<file path="config.mk">
export PLATFORM = sky130hd
export DESIGN_NAME = gcd_isqrt
export DESIGN_NICKNAME = d
export VERILOG_FILES = /design/src/design/gcd_pkg.sv /design/src/design/gcd_isqrt.sv
export SDC_FILE = /design/constraint.sdc
export NUM_CORES = 2
export LEC_CHECK = 0
export BUFFER_PORTS_ARGS = -buffer_cell sky130_fd_sc_hd__buf_2
export CAP_MARGIN = 20
export CORE_MARGIN = 1.5
export CORE_UTILIZATION = 58
export DETAILED_ROUTE_END_ITERATION = 10
export PLACE_DENSITY = 0.77
export SLEW_MARGIN = 0
export SYNTH_ARGS = -nofsm -noshare
export SYNTH_HDL_FRONTEND = slang
export SYNTH_SLANG_ARGS = --single-unit
</file>
<file path="constraint.sdc">
create_clock -name clk -period 4.5 [get_ports clk]
set_clock_uncertainty 0.15 [all_clocks]
set_input_delay 0.675 -clock clk [delete_from_list [all_inputs] [get_ports clk]]
set_output_delay 0.675 -clock clk [all_outputs]
set_load 0.05 [all_outputs]
</file>
<file path="src/design/gcd_pkg.sv">
// Shared constants, types and arithmetic helpers for the great-circle block.
`timescale 1ns / 1ps
`default_nettype none
package gcd_pkg;

  localparam int ITERS = 30;
  localparam int SQRT_STEPS = 31;
  localparam int LANES = 5;
  localparam int LATENCY = 99;

  typedef logic signed [33:0] q30_t;
  typedef logic signed [35:0] vec_t;

  localparam logic [31:0] ATAN_TAB [ITERS] = '{
    32'd536870912, 32'd316933406, 32'd167458907, 32'd85004756, 32'd42667331,
    32'd21354465, 32'd10679838, 32'd5340245, 32'd2670163, 32'd1335087,
    32'd667544, 32'd333772, 32'd166886, 32'd83443, 32'd41721,
    32'd20860, 32'd10430, 32'd5215, 32'd2607, 32'd1303,
    32'd651, 32'd325, 32'd162, 32'd81, 32'd40,
    32'd20, 32'd10, 32'd5, 32'd2, 32'd1
  };

  localparam q30_t CORDIC_GAIN = 34'sd652032874;
  // ceil(2^36 / 45): exact quotient for magnitudes below 2^30
  localparam logic [30:0] RECIP_45 = 31'd1527099484;
  localparam logic [5:0] DIV_45 = 6'd45;
  // 2 * 2*pi*256/1.852 in Q16
  localparam logic [26:0] NM_SCALE_X2 = 27'd113838398;
  localparam logic [15:0] RADIUS_RESET = 16'd6371;
  localparam logic [4:0] HALF_LANES = 5'b01100;

  function automatic q30_t mul30(input q30_t a, input q30_t b);
    logic signed [67:0] p;
    p = a * b;
    return p[63:30];
  endfunction

  // floor(r * 512 / 45), or floor(r * 256 / 45) for half angles
  function automatic logic [8:0] bang_frac(input logic [5:0] r, input logic half);
    logic [14:0] n;
    logic [45:0] p;
    n = half ? (15'(r) << 8) : (15'(r) << 9);
    p = 46'(n) * 46'(RECIP_45);
    return p[44:36];
  endfunction

endpackage
`default_nettype wire

</file>
<file path="src/design/gcd_isqrt.sv">
// Pipelined floor square root of a Q30 value shifted up by 30 bits.
`timescale 1ns / 1ps
`default_nettype none
module gcd_isqrt (
  input  wire logic        clk,
  input  wire logic        en,
  input  wire logic [30:0] val,
  output logic      [30:0] root
);

  logic [61:0] v_r [gcd_pkg::SQRT_STEPS];
  logic [61:0] r_r [gcd_pkg::SQRT_STEPS];

  for (genvar i = 0; i < gcd_pkg::SQRT_STEPS; i++) begin : g_step
    logic [61:0] vi, ri, trial;
    localparam logic [61:0] BIT = 62'(1) << (60 - 2 * i);
    if (i == 0) begin : g_first
      assign vi = {1'b0, val, 30'b0};
      assign ri = '0;
    end else begin : g_next
      assign vi = v_r[i-1];
      assign ri = r_r[i-1];
    end
    assign trial = ri + BIT;
    always_ff @(posedge clk) begin
      if (en) begin
        if (vi >= trial) begin
          v_r[i] <= vi - trial;
          r_r[i] <= (ri >> 1) + BIT;
        end else begin
          v_r[i] <= vi;
          r_r[i] <= ri >> 1;
        end
      end
    end
  end

  assign root = r_r[gcd_pkg::SQRT_STEPS-1][30:0];

endmodule
`default_nettype wire

</file>
==> results.toml <==
[clock_network]
cts_buffers = 171
cts_setup_buffers = 0
cts_root_buffer = "clkbuf_16"
cts_buffer_depth = 3
cts_sinks = 1651
htree_levels = 4
cts_tree = "built"
clkTransAtPathRegs_ns = 0.06
clkLatencyLatePin_ns = 0.85

[floorplanning]
die_area_um2 = 153000
num_rows = 142
die_x_um = 392
io-pin-count = 64
initial_core_util_pct = 58.5
core-area_um2 = 150000
die_h_um = 392

[synthesis]
synth_top_family_by_area = "simple AND/OR/NAND/NOR gates"
yosys-top-cells-area = "edfxtp_1 (57%), ha_1 (7.0%), xor2_1 (4.2%)"
ys_ff_latch = 1651
ys_warn_count = 0
ys_types = 89
syn-cell-area_um2 = 87600
synthesis.nets = 8162
syn-instance-count = 7622
synthMuxAreaShare_pct = 0.753
synth_top_area_share_pct = 56.6
async_reset_ff_share_pct = 0
synth_area_per_cell_um2 = 11.5
yosys.area.top_type = "edfxtp_1"
synth_adder_area_share_pct = 7.36
synth-xor-area-share_pct = 7.85
yosysSeqAreaShare_pct = 56.6
synthFlopType = "edfxtp_1"
synth-edff-count = 1651
synth_compound_area_share_pct = 11.1
yosys.area_share.simple_pct = 12.9

[drt]
viasPerCell = 5.91
wl_met1_um = 79200
dr_wl_met2_um = 93400
wire_per_inst_um = 18.9
dr.first_iter.drc_count = 5073
post-route-drc-count = 0
wl_met3_um = 9640
ant_nets = 0
firstDrtPassIters = 7
highest_layer = "met4"
routed-via-count = 58800
wl_um = 188000

[pwr]
p_sw_share_pct = 30.3
p_leak_uw = 0.0373
power.share.sequential_pct = 46.2
combPwrFrac_pct = 23.5
power_density_nw_per_um2 = 484
p_int_uw = 32600
ir_worst_vdd_uv = 367
p_sw_uw = 14200
clockPowerShare_pct = 30.4
finalPower_uw = 46700

[worst_hold_path]
min-delay-start = "en"
hp-class = "input pin to flop"

[sta]
fin_crit_sh_pct = 94.9
max_freq_ghz = 0.234
slew_headroom_pct = 26.6
setup_tns_ns = 0
whs_ns = 0.0466
finalMaxSlewViolations = 0
worst_pin_slew_ns = 1.10
rsz0062_at_grt = "false"
timing_hold_violations_final = 0
setup_viol = 0
finalCriticalPeriod_ns = 4.27

[critical_path]
path_delay_family = "simple AND/OR/NAND/NOR gates"
arrival_ns = 4.68
r2r-start = "v_r[1][113]$_DFFE_PP_"
crit_buf_inv = 0
max_stage_delay_ns = 0.69
required_ns = 4.91
setup.worst_path.class = "flop to flop"
end_kind = "flop"
crit_fanout = 6
cp_slowest_cell = "nor4b_1"
cp_cell_sequence = "nor4_1 -> nand2b_1 -> or4_1 -> nor3_1 -> nor4b_1 -> nand2_1 -> o2111ai_1 -> nor3b_1 -> xor2_1"
startpoint = "v_r[1][113]$_DFFE_PP_"
setup.worst_path.start_class = "flop"

[finish]
area_delta_synth_final_pct = 10.3
fin_nets = 8335
fin_area_um2 = 96600
drive_gt1_share_pct = 6.75

[place]
io_buffers = 63
dp_hpwl_um = 137000
dpl-instance-area_um2 = 90500
place_congestion = 0.927

[global_routing]
grt.overflow.total = 0
grt_pass1_wl_um = 300000
grt.total_usage_pct = 24.5
antenna_found_initial = 2
grt_pass1_vias = 57500
grt_max_degree = 179

[run_status]
outcome = "completed"

[flow_run]
drv_cap = 0
==> sequential cells by signal, summed over array words and instances (netlist names) <==
name  count
r_r     495
v_r    1156
==> placed cells by master, fill, tap and decap left out, types with 28 or more instances in the layout <==
cell type,count
ha_1,493
clkinv_1,32
a211oi_1,49
nor4_1,141
clkbuf_16,171
or2_2,35
buf_4,71
xor2_1,417
or4_1,48
nor2b_1,70
clkinv_2,35
nor4b_1,28
dlygate4sd3_1,31
nand4_1,84
nor3_1,246
edfxtp_1,1651
or3_1,84
a21o_1,228
buf_2,62
nor2_1,456
nand3_1,139
mux2_2,55
a21oi_1,390
o31ai_1,36
nand3b_1,32
a31oi_1,41
inv_1,617
and3_1,34
o21a_1,87
nand2b_1,105
nand2_1,649
xnor2_1,368
o21bai_1,44
o21ai_0,480
==> worst reg2reg max path, cell delays in order, from the launching register on <==
cell	delay [ns]
edfxtp_1	0.45
nor4_1	0.44
nand2b_1	0.23
or4_1	0.49
nor3_1	0.33
nor4b_1	0.69
nand2_1	0.46
o2111ai_1	0.44
nor3b_1	0.15
xor2_1	0.17
==> synth_stat cells (all sizes together) (42+ instances only) <==
cell,number
edfxtp,1651
nand2,649
inv,617
ha,493
o21ai,485
nor2,456
xor2,417
a21oi,392
xnor2,368
nor3,250
a21o,228
clkbuf,164
nor4,142
nand3,139
nand2b,105
or3,89
o21a,87
nand4,84
nor2b,71
mux2,55
a211oi,51
or4,51
o21bai,44
a31oi,42
==> stage by stage <==
step           instances  setup slack, ns  utilization (%)
2_1_floorplan       7622            0.210                -
3_3_place_gp        9603            0.129             60.4
3_5_place_dp        9603            0.142             60.4
4_1_cts             9943            0.266             64.4
5_1_grt             9947          0.00262             64.5
6_report            9948            0.228             64.5
==> layer usage <==
layer | GRT usage [%] | up-vias
met4 | 8.10 | 0
met1 | 31.8 | 28300
li1 | - | 28200
met5 | 0 | -
met3 | 3.35 | 405
met2 | 42.5 | 1766
==> final cells by class <==
type	count	area, um2
inverters	619	2320
repair buffers	177	1410
fillers	11100	53200
diodes	1	2.50
flip-flops and latches	1651	49600
clock buffers	196	4370
multi-input cells	5175	35100
well taps	2016	2520
clock inverters	113	1340
==> power by group through the flow <==
stage / logic [uW] / registers, uW / clock network [uW]
after floorplan: 8380 / 21200 / 0
after global placement: 10400 / 21800 / 0
after detailed placement: 10700 / 21900 / 0
after CTS: 10900 / 21600 / 14400
after global routing: 12200 / 21800 / 15000
final: 11000 / 21600 / 14200
==> final timing paths <==
kind | to | slack (ns) | cells after the start
setup / recovery | v_r[1][185]$_DFFE_PP_ | 0.23 | 9
hold / removal | v_r[1][742]$_DFFE_PP_ | 0.05 | 1
setup reg to reg | v_r[1][185]$_DFFE_PP_ | 0.23 | 9
hold reg to reg | r_r[1][105]$_DFFE_PP_ | 0.28 | 0
==> what timing repair did <==
| action | 4_1_cts | 5_1_grt |
|---|---|---|
| endpoints found under the setup margin | 0 | 12 |
| hold buffers | 31 | 0 |
| resized for setup | 0 | 6 |
| endpoints found under the hold margin | 33 | 0 |
==> logic make-up after synthesis <==
kind of cell               Yosys count
adders and majority gates          507
xor gates and xnor gates           785
muxes                               59
DFF                               1651
buffers and inverters              796
and+or+nand+nor                   2261
AOI/OAI and AO/OA                 1563
Power figures use the tool's default switching activity.
